File: src/hdl/life_cell_next_generation_macros.svh
// assertion macros for the next generation engine
`ifndef LIFE_CELL_NEXT_GENERATION_MACROS_SVH
`define LIFE_CELL_NEXT_GENERATION_MACROS_SVH

`ifndef SYNTHESIS
`define LCNG_ASSERT_SAME(lbl, ante, cons) \
  lbl: assert property (@(posedge clk) disable iff (!rst_n) (ante) |-> (cons)) \
    else $error("same cycle check failed");
`define LCNG_ASSERT_NEXT(lbl, ante, cons) \
  lbl: assert property (@(posedge clk) disable iff (!rst_n) (ante) |=> (cons)) \
    else $error("next cycle check failed");
`else
`define LCNG_ASSERT_SAME(lbl, ante, cons)
`define LCNG_ASSERT_NEXT(lbl, ante, cons)
`endif

`endif

File: src/hdl/lcng_pkg.sv
package lcng_pkg;

  localparam int MAX_COLUMNS = 1024;
  localparam int MAX_ROWS    = 1024;

  localparam int DIM_W       = 11;
  localparam int COL_W       = $clog2(MAX_COLUMNS);
  localparam int ROW_W       = $clog2(MAX_ROWS) > 0 ? $clog2(MAX_ROWS) : 1;
  localparam int WARM_W      = $clog2(MAX_COLUMNS + 2);
  localparam int CFG_INDEX_W = 1;

  localparam logic [DIM_W-1:0] DIM_RESET = 11'd1024;

  localparam logic [CFG_INDEX_W-1:0] REG_BOARD_ROWS    = 1'd0;
  localparam logic [CFG_INDEX_W-1:0] REG_BOARD_COLUMNS = 1'd1;

  localparam logic OP_CELL  = 1'b0;
  localparam logic OP_DRAIN = 1'b1;

  // bit 0 newest, bit 2 oldest
  typedef logic [2:0] row_taps_t;

  typedef struct packed {
    row_taps_t top;
    row_taps_t mid;
    row_taps_t bot;
  } window_t;

  typedef struct packed {
    logic up;
    logic down;
    logic left;
    logic right;
  } nbr_mask_t;

  function automatic logic [DIM_W-1:0] clamp_dim(input logic [DIM_W-1:0] v,
                                                 input logic [DIM_W-1:0] maxv);
    logic [DIM_W-1:0] res;
    if (v == '0) begin
      res = DIM_W'(1);
    end else if (v > maxv) begin
      res = maxv;
    end else begin
      res = v;
    end
    return res;
  endfunction

endpackage

File: src/hdl/lcng_in_if.sv
interface lcng_in_if;
  logic valid;
  logic ready;
  logic op;
  logic cell_alive;

  modport source (output valid, output op, output cell_alive, input ready);
  modport sink (input valid, input op, input cell_alive, output ready);
endinterface

File: src/hdl/lcng_out_if.sv
interface lcng_out_if;
  logic valid;
  logic ready;
  logic next_alive;
  logic board_last;

  modport source (output valid, output next_alive, output board_last, input ready);
  modport sink (input valid, input next_alive, input board_last, output ready);
endinterface

File: src/hdl/lcng_cfg_if.sv
interface lcng_cfg_if;
  logic                          valid;
  logic                          ready;
  logic [lcng_pkg::CFG_INDEX_W-1:0] index;
  logic [lcng_pkg::DIM_W-1:0]       data;

  modport source (output valid, output index, output data, input ready);
  modport sink (input valid, input index, input data, output ready);
endinterface

File: src/hdl/lcng_line_cell.sv
module lcng_line_cell (
  input  logic                      clk,
  input  logic                      push,
  input  logic [lcng_pkg::COL_W-1:0] wr_addr,
  input  logic [lcng_pkg::COL_W-1:0] rd_addr,
  input  logic                      d_in,
  output lcng_pkg::row_taps_t        taps
);
  import lcng_pkg::*;

  logic       line_mem [MAX_COLUMNS];
  logic       head_r;
  logic [1:0] older_r;

  // one board row of delay, write lags read by one column
  always_ff @(posedge clk) begin
    if (push) begin
      line_mem[wr_addr] <= d_in;
      if (wr_addr == rd_addr) begin
        head_r <= d_in;
      end else begin
        head_r <= line_mem[rd_addr];
      end
      older_r <= {older_r[0], head_r};
    end
  end

  assign taps = {older_r[1], older_r[0], head_r};

endmodule

File: src/hdl/lcng_rule.sv
module lcng_rule (
  input  lcng_pkg::window_t   win,
  input  lcng_pkg::nbr_mask_t nb,
  output logic               alive
);
  import lcng_pkg::*;

  logic [3:0] count;
  logic       centre;

  assign centre = win.mid[1];

  assign count = {3'b0, win.top[2] & nb.up   & nb.left}
               + {3'b0, win.top[1] & nb.up}
               + {3'b0, win.top[0] & nb.up   & nb.right}
               + {3'b0, win.mid[2] & nb.left}
               + {3'b0, win.mid[0] & nb.right}
               + {3'b0, win.bot[2] & nb.down & nb.left}
               + {3'b0, win.bot[1] & nb.down}
               + {3'b0, win.bot[0] & nb.down & nb.right};

  // b3/s23
  assign alive = (count == 4'd3) || (centre && (count == 4'd2));

endmodule

File: src/hdl/life_cell_next_generation.sv
// Next generation engine for a bounded, non-wrapping life board (rule B3/S23).
// Cells of one generation enter in row-major order, one transfer per cycle
// sustained; a cell transfer may follow in every cycle and the block keeps
// that rate as long as the result side takes a transfer each cycle. The
// result of a cell comes out with the push that is columns+1 cells later;
// that push registers it in the s1 stage, and it moves on into the
// output register once that register is free. Two line buffers of
// MAX_COLUMNS one-bit entries (one memory per window row above the newest)
// and a 3x3 window of flops give the neighbourhood for each push. After the
// last cell, send columns+1 drain ticks (or further cells, which are taken
// as dead) to flush the last row; the final result carries board_last and
// the block is then ready for the next board. A configuration write restarts
// the board; values of 0 are taken as 1 and values above the maximum as the
// maximum. No clearing pass runs after reset.
`include "life_cell_next_generation_macros.svh"

module life_cell_next_generation (
  input logic        clk,
  input logic        rst_n,
  lcng_in_if.sink    in_ch,
  lcng_out_if.source out_ch,
  lcng_cfg_if.sink   cfg_ch
);
  import lcng_pkg::*;

  logic [DIM_W-1:0]  rows_r, rows_nxt;
  logic [DIM_W-1:0]  cols_r, cols_nxt;
  logic [COL_W-1:0]  in_col_r, in_col_nxt;
  logic [ROW_W-1:0]  in_row_r, in_row_nxt;
  logic              done_r, done_nxt;
  logic [WARM_W-1:0] warm_r, warm_nxt;
  logic [COL_W-1:0]  out_col_r, out_col_nxt;
  logic [ROW_W-1:0]  out_row_r, out_row_nxt;
  logic              s1_valid_r, s1_valid_nxt;
  logic              out_valid_r, out_valid_nxt;

  logic [COL_W-1:0]  col_prev_r;
  row_taps_t         bot_r;
  nbr_mask_t         s1_nb_r;
  logic              s1_last_r;
  logic              out_alive_r;
  logic              out_last_r;

  logic [DIM_W-1:0]  rows_dec;
  logic [DIM_W-1:0]  cols_dec;
  logic [ROW_W-1:0]  rows_m1;
  logic [COL_W-1:0]  cols_m1;
  logic              accept;
  logic              push;
  logic              push_bit;
  logic              emit;
  logic              last_now;
  nbr_mask_t         nb_now;
  logic              out_free;
  logic              s1_adv;
  logic              out_take;
  logic              restart;
  logic              cfg_wr;
  window_t           win;
  row_taps_t         mid_taps;
  row_taps_t         top_taps;
  logic              rule_alive;

  assign rows_dec = rows_r - DIM_W'(1);
  assign cols_dec = cols_r - DIM_W'(1);
  assign rows_m1  = rows_dec[ROW_W-1:0];
  assign cols_m1  = cols_dec[COL_W-1:0];

  assign out_take = out_valid_r && out_ch.ready;
  assign out_free = !out_valid_r || out_ch.ready;
  assign s1_adv   = s1_valid_r && out_free;

  assign in_ch.ready  = !s1_valid_r || out_free;
  assign cfg_ch.ready = 1'b1;
  assign cfg_wr       = cfg_ch.valid;

  assign accept   = in_ch.valid && in_ch.ready;
  // once the board is complete every item pushes a dead cell
  assign push     = accept && (done_r || (in_ch.op == OP_CELL));
  assign push_bit = done_r ? 1'b0 : in_ch.cell_alive;
  assign emit     = (warm_r > WARM_W'(cols_r));
  assign last_now = (out_row_r == rows_m1) && (out_col_r == cols_m1);
  assign restart  = push && emit && last_now;

  assign nb_now.up    = (out_row_r != '0);
  assign nb_now.down  = (out_row_r != rows_m1);
  assign nb_now.left  = (out_col_r != '0);
  assign nb_now.right = (out_col_r != cols_m1);

  always_comb begin
    rows_nxt      = rows_r;
    cols_nxt      = cols_r;
    in_col_nxt    = in_col_r;
    in_row_nxt    = in_row_r;
    done_nxt      = done_r;
    warm_nxt      = warm_r;
    out_col_nxt   = out_col_r;
    out_row_nxt   = out_row_r;
    s1_valid_nxt  = s1_valid_r;
    out_valid_nxt = out_valid_r;

    if (s1_adv) begin
      out_valid_nxt = 1'b1;
    end else if (out_take) begin
      out_valid_nxt = 1'b0;
    end

    if (push) begin
      s1_valid_nxt = emit;
    end else if (s1_adv) begin
      s1_valid_nxt = 1'b0;
    end

    if (push) begin
      // column keeps cycling during drain so the line buffers stay aligned
      in_col_nxt = (in_col_r == cols_m1) ? '0 : in_col_r + COL_W'(1);
      if (!done_r && (in_col_r == cols_m1)) begin
        if (in_row_r == rows_m1) begin
          done_nxt = 1'b1;
        end else begin
          in_row_nxt = in_row_r + ROW_W'(1);
        end
      end
      if (!emit) begin
        warm_nxt = warm_r + WARM_W'(1);
      end else begin
        if (out_col_r == cols_m1) begin
          out_col_nxt = '0;
          out_row_nxt = out_row_r + ROW_W'(1);
        end else begin
          out_col_nxt = out_col_r + COL_W'(1);
        end
      end
    end

    if (restart || cfg_wr) begin
      in_col_nxt  = '0;
      in_row_nxt  = '0;
      done_nxt    = 1'b0;
      warm_nxt    = '0;
      out_col_nxt = '0;
      out_row_nxt = '0;
    end

    if (cfg_wr) begin
      unique case (cfg_ch.index)
        REG_BOARD_ROWS: begin
          rows_nxt = clamp_dim(cfg_ch.data, DIM_W'(MAX_ROWS));
        end
        REG_BOARD_COLUMNS: begin
          cols_nxt = clamp_dim(cfg_ch.data, DIM_W'(MAX_COLUMNS));
        end
        default: begin
        end
      endcase
    end
  end

  always_ff @(posedge clk) begin
    if (!rst_n) begin
      rows_r      <= DIM_RESET;
      cols_r      <= DIM_RESET;
      in_col_r    <= '0;
      in_row_r    <= '0;
      done_r      <= 1'b0;
      warm_r      <= '0;
      out_col_r   <= '0;
      out_row_r   <= '0;
      s1_valid_r  <= 1'b0;
      out_valid_r <= 1'b0;
    end else begin
      rows_r      <= rows_nxt;
      cols_r      <= cols_nxt;
      in_col_r    <= in_col_nxt;
      in_row_r    <= in_row_nxt;
      done_r      <= done_nxt;
      warm_r      <= warm_nxt;
      out_col_r   <= out_col_nxt;
      out_row_r   <= out_row_nxt;
      s1_valid_r  <= s1_valid_nxt;
      out_valid_r <= out_valid_nxt;
    end
  end

  always_ff @(posedge clk) begin
    if (push) begin
      col_prev_r <= in_col_r;
      bot_r      <= {bot_r[1:0], push_bit};
      s1_nb_r    <= nb_now;
      s1_last_r  <= last_now;
    end
    if (s1_adv) begin
      out_alive_r <= rule_alive;
      out_last_r  <= s1_last_r;
    end
  end

  // window rows chained through the line buffers
  lcng_line_cell u_mid_cell (
    .clk     (clk),
    .push    (push),
    .wr_addr (col_prev_r),
    .rd_addr (in_col_r),
    .d_in    (bot_r[0]),
    .taps    (mid_taps)
  );

  lcng_line_cell u_top_cell (
    .clk     (clk),
    .push    (push),
    .wr_addr (col_prev_r),
    .rd_addr (in_col_r),
    .d_in    (mid_taps[0]),
    .taps    (top_taps)
  );

  assign win.top = top_taps;
  assign win.mid = mid_taps;
  assign win.bot = bot_r;

  lcng_rule u_rule (
    .win   (win),
    .nb    (s1_nb_r),
    .alive (rule_alive)
  );

  assign out_ch.valid      = out_valid_r;
  assign out_ch.next_alive = out_alive_r;
  assign out_ch.board_last = out_last_r;

  `LCNG_ASSERT_SAME(a_stall_blocks_input, s1_valid_r && out_valid_r && !out_ch.ready, !in_ch.ready)
  `LCNG_ASSERT_NEXT(a_warmup_no_result, push && !emit, !s1_valid_r)
  `LCNG_ASSERT_NEXT(a_last_restarts, restart && !cfg_wr, (warm_r == '0) && !done_r)
  `LCNG_ASSERT_NEXT(a_advance_fills_out, s1_adv, out_valid_r)

endmodule
File: src/flat_wrapper.sv
// flat-port wrapper written by rule: the top's interface ports become plain ports
module life_cell_next_generation_flat import lcng_pkg::*;
  (clk, rst_n, in_ch_valid, in_ch_op, in_ch_cell_alive, in_ch_ready, out_ch_valid, out_ch_next_alive, out_ch_board_last, out_ch_ready, cfg_ch_valid, cfg_ch_index, cfg_ch_data, cfg_ch_ready);
  lcng_in_if in_ch_i ();
  lcng_out_if out_ch_i ();
  lcng_cfg_if cfg_ch_i ();
  input logic clk;
  input logic rst_n;
  input wire logic [$bits(in_ch_i.valid)-1:0] in_ch_valid;
  input wire logic [$bits(in_ch_i.op)-1:0] in_ch_op;
  input wire logic [$bits(in_ch_i.cell_alive)-1:0] in_ch_cell_alive;
  output wire logic [$bits(in_ch_i.ready)-1:0] in_ch_ready;
  output wire logic [$bits(out_ch_i.valid)-1:0] out_ch_valid;
  output wire logic [$bits(out_ch_i.next_alive)-1:0] out_ch_next_alive;
  output wire logic [$bits(out_ch_i.board_last)-1:0] out_ch_board_last;
  input wire logic [$bits(out_ch_i.ready)-1:0] out_ch_ready;
  input wire logic [$bits(cfg_ch_i.valid)-1:0] cfg_ch_valid;
  input wire logic [$bits(cfg_ch_i.index)-1:0] cfg_ch_index;
  input wire logic [$bits(cfg_ch_i.data)-1:0] cfg_ch_data;
  output wire logic [$bits(cfg_ch_i.ready)-1:0] cfg_ch_ready;
  assign in_ch_i.valid = in_ch_valid;
  assign in_ch_i.op = in_ch_op;
  assign in_ch_i.cell_alive = in_ch_cell_alive;
  assign in_ch_ready = in_ch_i.ready;
  assign out_ch_valid = out_ch_i.valid;
  assign out_ch_next_alive = out_ch_i.next_alive;
  assign out_ch_board_last = out_ch_i.board_last;
  assign out_ch_i.ready = out_ch_ready;
  assign cfg_ch_i.valid = cfg_ch_valid;
  assign cfg_ch_i.index = cfg_ch_index;
  assign cfg_ch_i.data = cfg_ch_data;
  assign cfg_ch_ready = cfg_ch_i.ready;
  life_cell_next_generation u_core (.clk(clk), .rst_n(rst_n), .in_ch(in_ch_i), .out_ch(out_ch_i), .cfg_ch(cfg_ch_i));
endmodule
File: config.mk
export PLATFORM = sky130hd
export DESIGN_NAME = life_cell_next_generation_flat
export DESIGN_NICKNAME = d
export VERILOG_FILES = /design/src/hdl/lcng_pkg.sv /design/src/hdl/lcng_in_if.sv /design/src/hdl/lcng_out_if.sv /design/src/hdl/lcng_cfg_if.sv /design/src/hdl/lcng_line_cell.sv /design/src/hdl/lcng_rule.sv /design/src/hdl/life_cell_next_generation.sv /design/src/flat_wrapper.sv
export VERILOG_INCLUDE_DIRS = /design/src /design/src/hdl
export SDC_FILE = /design/constraint.sdc
export NUM_CORES = 2
export LEC_CHECK = 0
export ABC_AREA = 1
export ABC_CLOCK_PERIOD_IN_PS = 19850
export BUFFER_PORTS_ARGS = -buffer_cell sky130_fd_sc_hd__clkbuf_2
export CAP_MARGIN = 10
export CORE_ASPECT_RATIO = 0.9
export CORE_MARGIN = 2
export CORE_UTILIZATION = 64
export DETAILED_ROUTE_END_ITERATION = 12
export MAX_ROUTING_LAYER = met4
export PLACE_DENSITY = 0.77
export SKIP_CTS_REPAIR_TIMING = 1
export SKIP_LAST_GASP = 1
export SLEW_MARGIN = 20
export SYNTH_ARGS = -nofsm -noshare
export SYNTH_HDL_FRONTEND = slang
export SYNTH_SLANG_ARGS = --single-unit
File: constraint.sdc
create_clock -name clk -period 19.85 [get_ports clk]
set_input_delay 1.985 -clock clk [delete_from_list [all_inputs] [get_ports clk]]
set_output_delay 1.985 -clock clk [all_outputs]
set_load 0.1 [all_outputs]
Word-level counts from Yosys, hierarchy flattened
Memory sizes are Yosys's and may differ from the RTL's. A register that Yosys moved wholly into a read port is not among the register bits.
Index checks and enable logic that the tools add are counted.
{"block": "totals", "latchBits": 0, "ram_bits": 2048, "ff_bits": 99, "word_cells": 105, "romBits": 0, "input_bits": 19, "memories": 2}
{"memory": "u_core.u_mid_cell.line_mem", "words": 1024, "width": 1, "rd": 1, "rd_clocked_by_memory_dff": 1, "wr": 1, "line": "lcng_line_cell.sv:11", "text": "logic line_mem [MAX_COLUMNS];"}
{"memory": "u_core.u_top_cell.line_mem", "words": 1024, "width": 1, "rd": 1, "rd_clocked_by_memory_dff": 1, "wr": 1, "line": "lcng_line_cell.sv:11"}
{"block": "classes", "add_sub_neg": 14, "n_div": 0, "n_reduce_logical": 30, "n_shift": 0, "n_eq_ne": 8, "multipliers": 0, "n_mux": 10, "magnitude_cmp": 2, "bitwise": 17}
{"operator": "10-bit by 1-bit adder with 10-bit output, second input constant", "n": 4}
{"operator": "10-bit == test", "n": 4}
{"operator": "11-bit 2-to-1 mux", "n": 2}
{"operator": "10-bit 2-to-1 mux", "n": 2}
{"operator": "10-bit != test", "n": 2}
{"operator": "10-bit nonzero test", "n": 2}
{"operator": "10-bit by 1-bit subtractor with 10-bit output, second input constant", "n": 2}
{"operator": "4-bit by 1-bit adder with 4-bit output", "n": 4}
{"operator": "1-bit bitwise AND", "n": 12}
{"operator": "11-bit by 1-bit adder with 11-bit output, second input constant", "n": 1}
{"operator": "11-bit > comparator", "n": 1}
{"operator": "11-bit > comparator, second input constant", "n": 1}
{"operator": "11-bit logical NOT", "n": 1}
{"operator": "1-bit logical AND", "n": 9}
{"operator": "3-bit AND reduction", "n": 3}
{"operator": "4-bit by 2-bit == test with 1-bit output, second input constant", "n": 2}
{"operator": "2-bit AND reduction", "n": 4}
{"operator": "1-bit 2-to-1 mux", "n": 6}
{"operator": "1-bit logical OR", "n": 5}
{"operator": "1-bit NOT", "n": 5}
{"operator": "3-bit by 1-bit adder with 4-bit output", "n": 1}
{"operator": "2-bit nonzero test", "n": 2}
{"operator": "2-bit by 1-bit adder with 3-bit output", "n": 1}
{"operator": "1-bit logical NOT", "n": 3}
{"operator": "2 further kinds", "n": 2}

Depth between registers and ports, before layout
{"block": "depth", "word_depth": 12, "mapped_depth": 25}

Cells and area by module
From an unflattened synthesis, not the netlist that was laid out.
{"block": "hier_totals", "hier_cells": 10290, "hier_area_um2": 99057.5}
{"module": "lcng_line_cell", "seq_area_each_um2": 30839.6, "cells_per_inst": 4717, "area_per_inst_um2": 46621.0, "instances": 2}
{"module": "life_cell_next_generation", "seq_area_each_um2": 2102.0, "cells_per_inst": 825, "area_per_inst_um2": 5596.6, "instances": 1}
{"module": "lcng_rule", "seq_area_each_um2": 0.0, "cells_per_inst": 31, "area_per_inst_um2": 219.0, "instances": 1}

Worst setup path before layout
No wires, ideal clock.
{"block": "synth_timing", "path_type": "register to register", "start": "reg u_core.bot_r[0]", "end": "reg u_core.bot_r[1] (data pin)", "setup_slack_ns": 5.113, "arrival_ns": 12.058, "path_stages_with_launch": 1, "period_less_slack_ns": 14.737, "setup_ns": 2.679, "cell_sequence": "edfxtp_1"}
{"element": "start, declared", "line": "life_cell_next_generation.sv:38", "text": "row_taps_t bot_r;"}
{"element": "start signal, assigned", "line": "life_cell_next_generation.sv:188", "text": "bot_r <= {bot_r[1:0], push_bit};"}
No word-level cell between the ends.

==> results.ini <==
[floorplanning]
coreArea_um2=146000
die_x_um=409
initial_core_util=0.646
fp.dieH_um=369
rows=133
ios=24
die_area_um2=151000

[placed_design]
dp_hpwl_um=135000
portBuffers=22
place_inst=10800
place_ws_ns=14.12
place_congestion=0.904

[sta]
slew_headroom=0.180
layout_setup_ws_ns=14.09
worst_pin_slew_ns=1.23
period_minus_slack_ns=5.76
final_max_slew_viol_count=0
setup_violations=0
rsz0062_at_grt=no
period_share=0.290
finalHoldViolations=0
max_freq_mhz=174
skew_ns=0.0390
tns_ns=0

[final_layout]
regArea_um2=63800
drive_above_1_share=0.0560
area_growth_syn_to_layout_pct=7.67
multi_input_area_um2=26100
post-route-util=0.696
fill_cells=10300
nets=9047
layout.cells.non_filler=11100

[worst_hold_path]
hp-class=reg -> reg
whs_path_depth=0
holdCritStartpoint=u_core.s1_last_r
min_to=u_core.out_ch.board_last

[drt]
vias_per_cell=6.16
drt.antenna.violating_nets=0
wl_per_cell_um=23.1
wl_um=257000
firstDrtPassIters=9
routed-via-count=68600
drc=0
drt_iter0_drc=11400

[setup_path]
r2r_setup_slack_ns=14.09
cp_max_fo=212
crit_type=reg -> reg
slowest_delay_ns=0.84
r2r_cells=20
crit_family=buffers and inverters
worstPathRequired_ns=20.57
slowest_stage=buf_4
r2r_end=u_core.u_mid_cell.head_r
path_cells=inv_8 > buf_12 > buf_4 > buf_4 > o21ai_0 > o21ai_0 > nand2_1 > nand2_1 > inv_1 > nand2_1 > nand2_1 > nand2_1 > clkinv_1 > nand2_1 > nand2_1 > nand3_1 > nand3_1 > nand2_1 > nand2_1 > nand2_1
arrival_ns=6.48
path_buf_inv=6
start_kind=flip-flop
endpoint_kind=flip-flop
cp_common_cell=nand2_1
r2r-start=u_core.in_col_r[0]

[logic_synthesis]
synth_top_area_cell=edfxtp_1
avgSynthCellArea_um2=10.2
synth-edff-count=2074
netlist_instances=9299
synth_most_common_cell=nor2_1
synth_cell_types=49
synth_commonest_cells=2235 x nor2_1, 2074 x edfxtp_1, 1890 x nand2_1
async_flop_share=0
yosysWarnings=0
synth.area.top_cells=edfxtp_1 66%, nor2_1 8.9%, nand2_1 7.5%
synth_top_area_frac=0.658
synth_seq_cells=2149
syn_nets=9345
netlist_area_um2=94600
synth-seq-area-share=0.674
ys.flop_type=edfxtp_1

[grt]
grt_pass1_vias=65700
grt-ovfl-total=0
grt_usage=0.348
grt_first_pass_wirelength_um=384000
antenna_found_initial=4
grt_max_degree=227

[pwr]
seqPwrFrac=0.540
sw_frac_of_total=0.217
pwr-share-clk=0.415
internal_power_mw=7.20
p_leak_nw=36.0
p_sw_mw=2.00
finalPower_mw=9.21
ir_worst_vdd_mv=0.0869
power_density_nw_per_um2=90.4
share_comb_of_total_power=0.045

[clocking]
clk_pin_slew_ns=0.06
cts_made_buffers=206
h-tree-depth=4
clock_path_buffers=3
cts.sinks=2149
clock_latency_ns=0.85
cts_root_buf=clkbuf_16
cts_tree=yes

[status]
status=complete, no violations

[run]
max-cap-violations=0

sequential cells by signal, summed over array words and instances (netlist names):
name / count
u_core.u_top_cell.head_r: 1
u_core.u_mid_cell.older_r: 2
u_core.bot_r: 3
u_core.done_r: 1
u_core.s1_nb_r: 4
u_core.warm_r: 11
u_core.out_ch.valid: 1
u_core.out_ch.board_last: 1
u_core.out_row_r: 10
u_core.out_ch.next_alive: 1
u_core.rows_r: 10
u_core.in_col_r: 10
u_core.in_row_r: 10
u_core.col_prev_r: 10
u_core.s1_last_r: 1
u_core.u_mid_cell.line_mem: 1024
u_core.s1_valid_r: 1
u_core.out_col_r: 10
u_core.u_top_cell.older_r: 2
u_core.u_top_cell.line_mem: 1024
u_core.u_mid_cell.head_r: 1
u_core.cols_r: 11
layer usage:
metal	part of all wire	GRT usage	up-vias
li1	-	-	30600
met1	0.37	0.454	32800
met2	0.46	0.533	4435
met3	0.13	0.0743	741
met4	0.046	0.148	0
met5	0	-	-
final cells by class:
type / count / share of cell area
sequential: 2149 / 0.626
multi-input combinational: 5993 / 0.256
clock buffer: 254 / 0.0532
tap: 1957 / 0.0240
inverter: 516 / 0.0193
clock inverter: 127 / 0.0108
timing repair buffer: 135 / 0.0105
antenna: 4 / 0.0000982
worst max path at each step:
stage                  startpoint                       end  cells past startpoint
5_1_grt        u_core.in_col_r[0]  u_core.u_mid_cell.head_r                     20
2_1_floorplan     u_core.bot_r[0]           u_core.bot_r[1]                      0
3_5_place_dp   u_core.in_col_r[0]  u_core.u_mid_cell.head_r                     20
6_report       u_core.in_col_r[0]  u_core.u_mid_cell.head_r                     20
4_1_cts        u_core.in_col_r[0]  u_core.u_mid_cell.head_r                     20
3_3_place_gp   u_core.in_col_r[0]  u_core.u_mid_cell.head_r                     20
cells in the final DEF, fill, tap and decap left out, types with 4 or more instances in the layout:
master,Yosys,routed
clkinv_2,0,36
nor2_1,2235,2234
buf_4,37,101
nor3_1,35,32
nand2_4,2,4
diode_2,0,4
inv_6,0,8
clkbuf_2,0,22
o21ai_1,62,62
nand2_2,2,40
or2_2,9,9
o211ai_1,133,133
o22ai_1,26,26
xnor2_1,8,8
buf_6,37,5
nor4_1,12,12
o21ai_0,691,691
inv_2,7,5
nor2_4,2,4
nor2_2,8,7
a21oi_1,146,146
clkbuf_1,336,44
nand2_1,1890,1850
xor2_1,48,48
clkinv_1,7,65
edfxtp_1,2074,2074
dfxtp_1,75,71
fa_1,4,4
clkinvlp_4,0,4
nand4_1,33,33
buf_12,0,7
clkbuf_16,0,210
bufinv_16,0,16
nand3_1,598,590
nand3_4,0,8
ha_1,23,23
inv_1,501,497
cell families (layout without fill, tap and decap cells):
family,count (synthesis),after routing,share of synthesized area
AO/OA/AOI/OAI,1066,1066,0.0605
multiplexers,1,1,0.000106
XOR/XNOR,57,57,0.00536
flip-flops,2149,2149,0.674
other,1,5,0.0000396
AND/OR/NAND/NOR,4841,4841,0.203
buffers and inverters,1157,1032,0.0529
adder cells (fa/ha/maj),27,27,0.00389
worst reg2reg max path, cell delays in order, from the launching register on:
cell and delay, ns:
dfxtp_4 0.59, inv_8 0.74, buf_12 0.55, buf_4 1.04, buf_4 0.91, o21ai_0 0.24
o21ai_0 0.21, nand2_1 0.08, nand2_1 0.10, inv_1 0.04, nand2_1 0.06, nand2_1 0.06
nand2_1 0.27, clkinv_1 0.11, nand2_1 0.11, nand2_1 0.07, nand3_1 0.15, nand3_1 0.10
nand2_1 0.09, nand2_1 0.05, nand2_1 0.07
through the flow:
step	cell area [um2]	hold WS [ns]
6_report	102000	0.424
2_1_floorplan	94600	0.400
3_3_place_gp	95300	0.404
5_1_grt	102000	0.440
4_1_cts	102000	0.425
3_5_place_dp	95300	0.413
power groups by stage:
| stage | Clock (mW) | Combinational [mW] | Sequential (mW) |
|---|---|---|---|
| floorplan | 0 | 0.276 | 5.14 |
| global placement | 0 | 0.392 | 5.07 |
| detailed placement | 0 | 0.401 | 5.07 |
| CTS | 3.83 | 0.404 | 4.97 |
| global route | 4.01 | 0.455 | 4.97 |
| finish | 3.82 | 0.413 | 4.97 |
No activity file was read; power rests on OpenSTA's default activity.
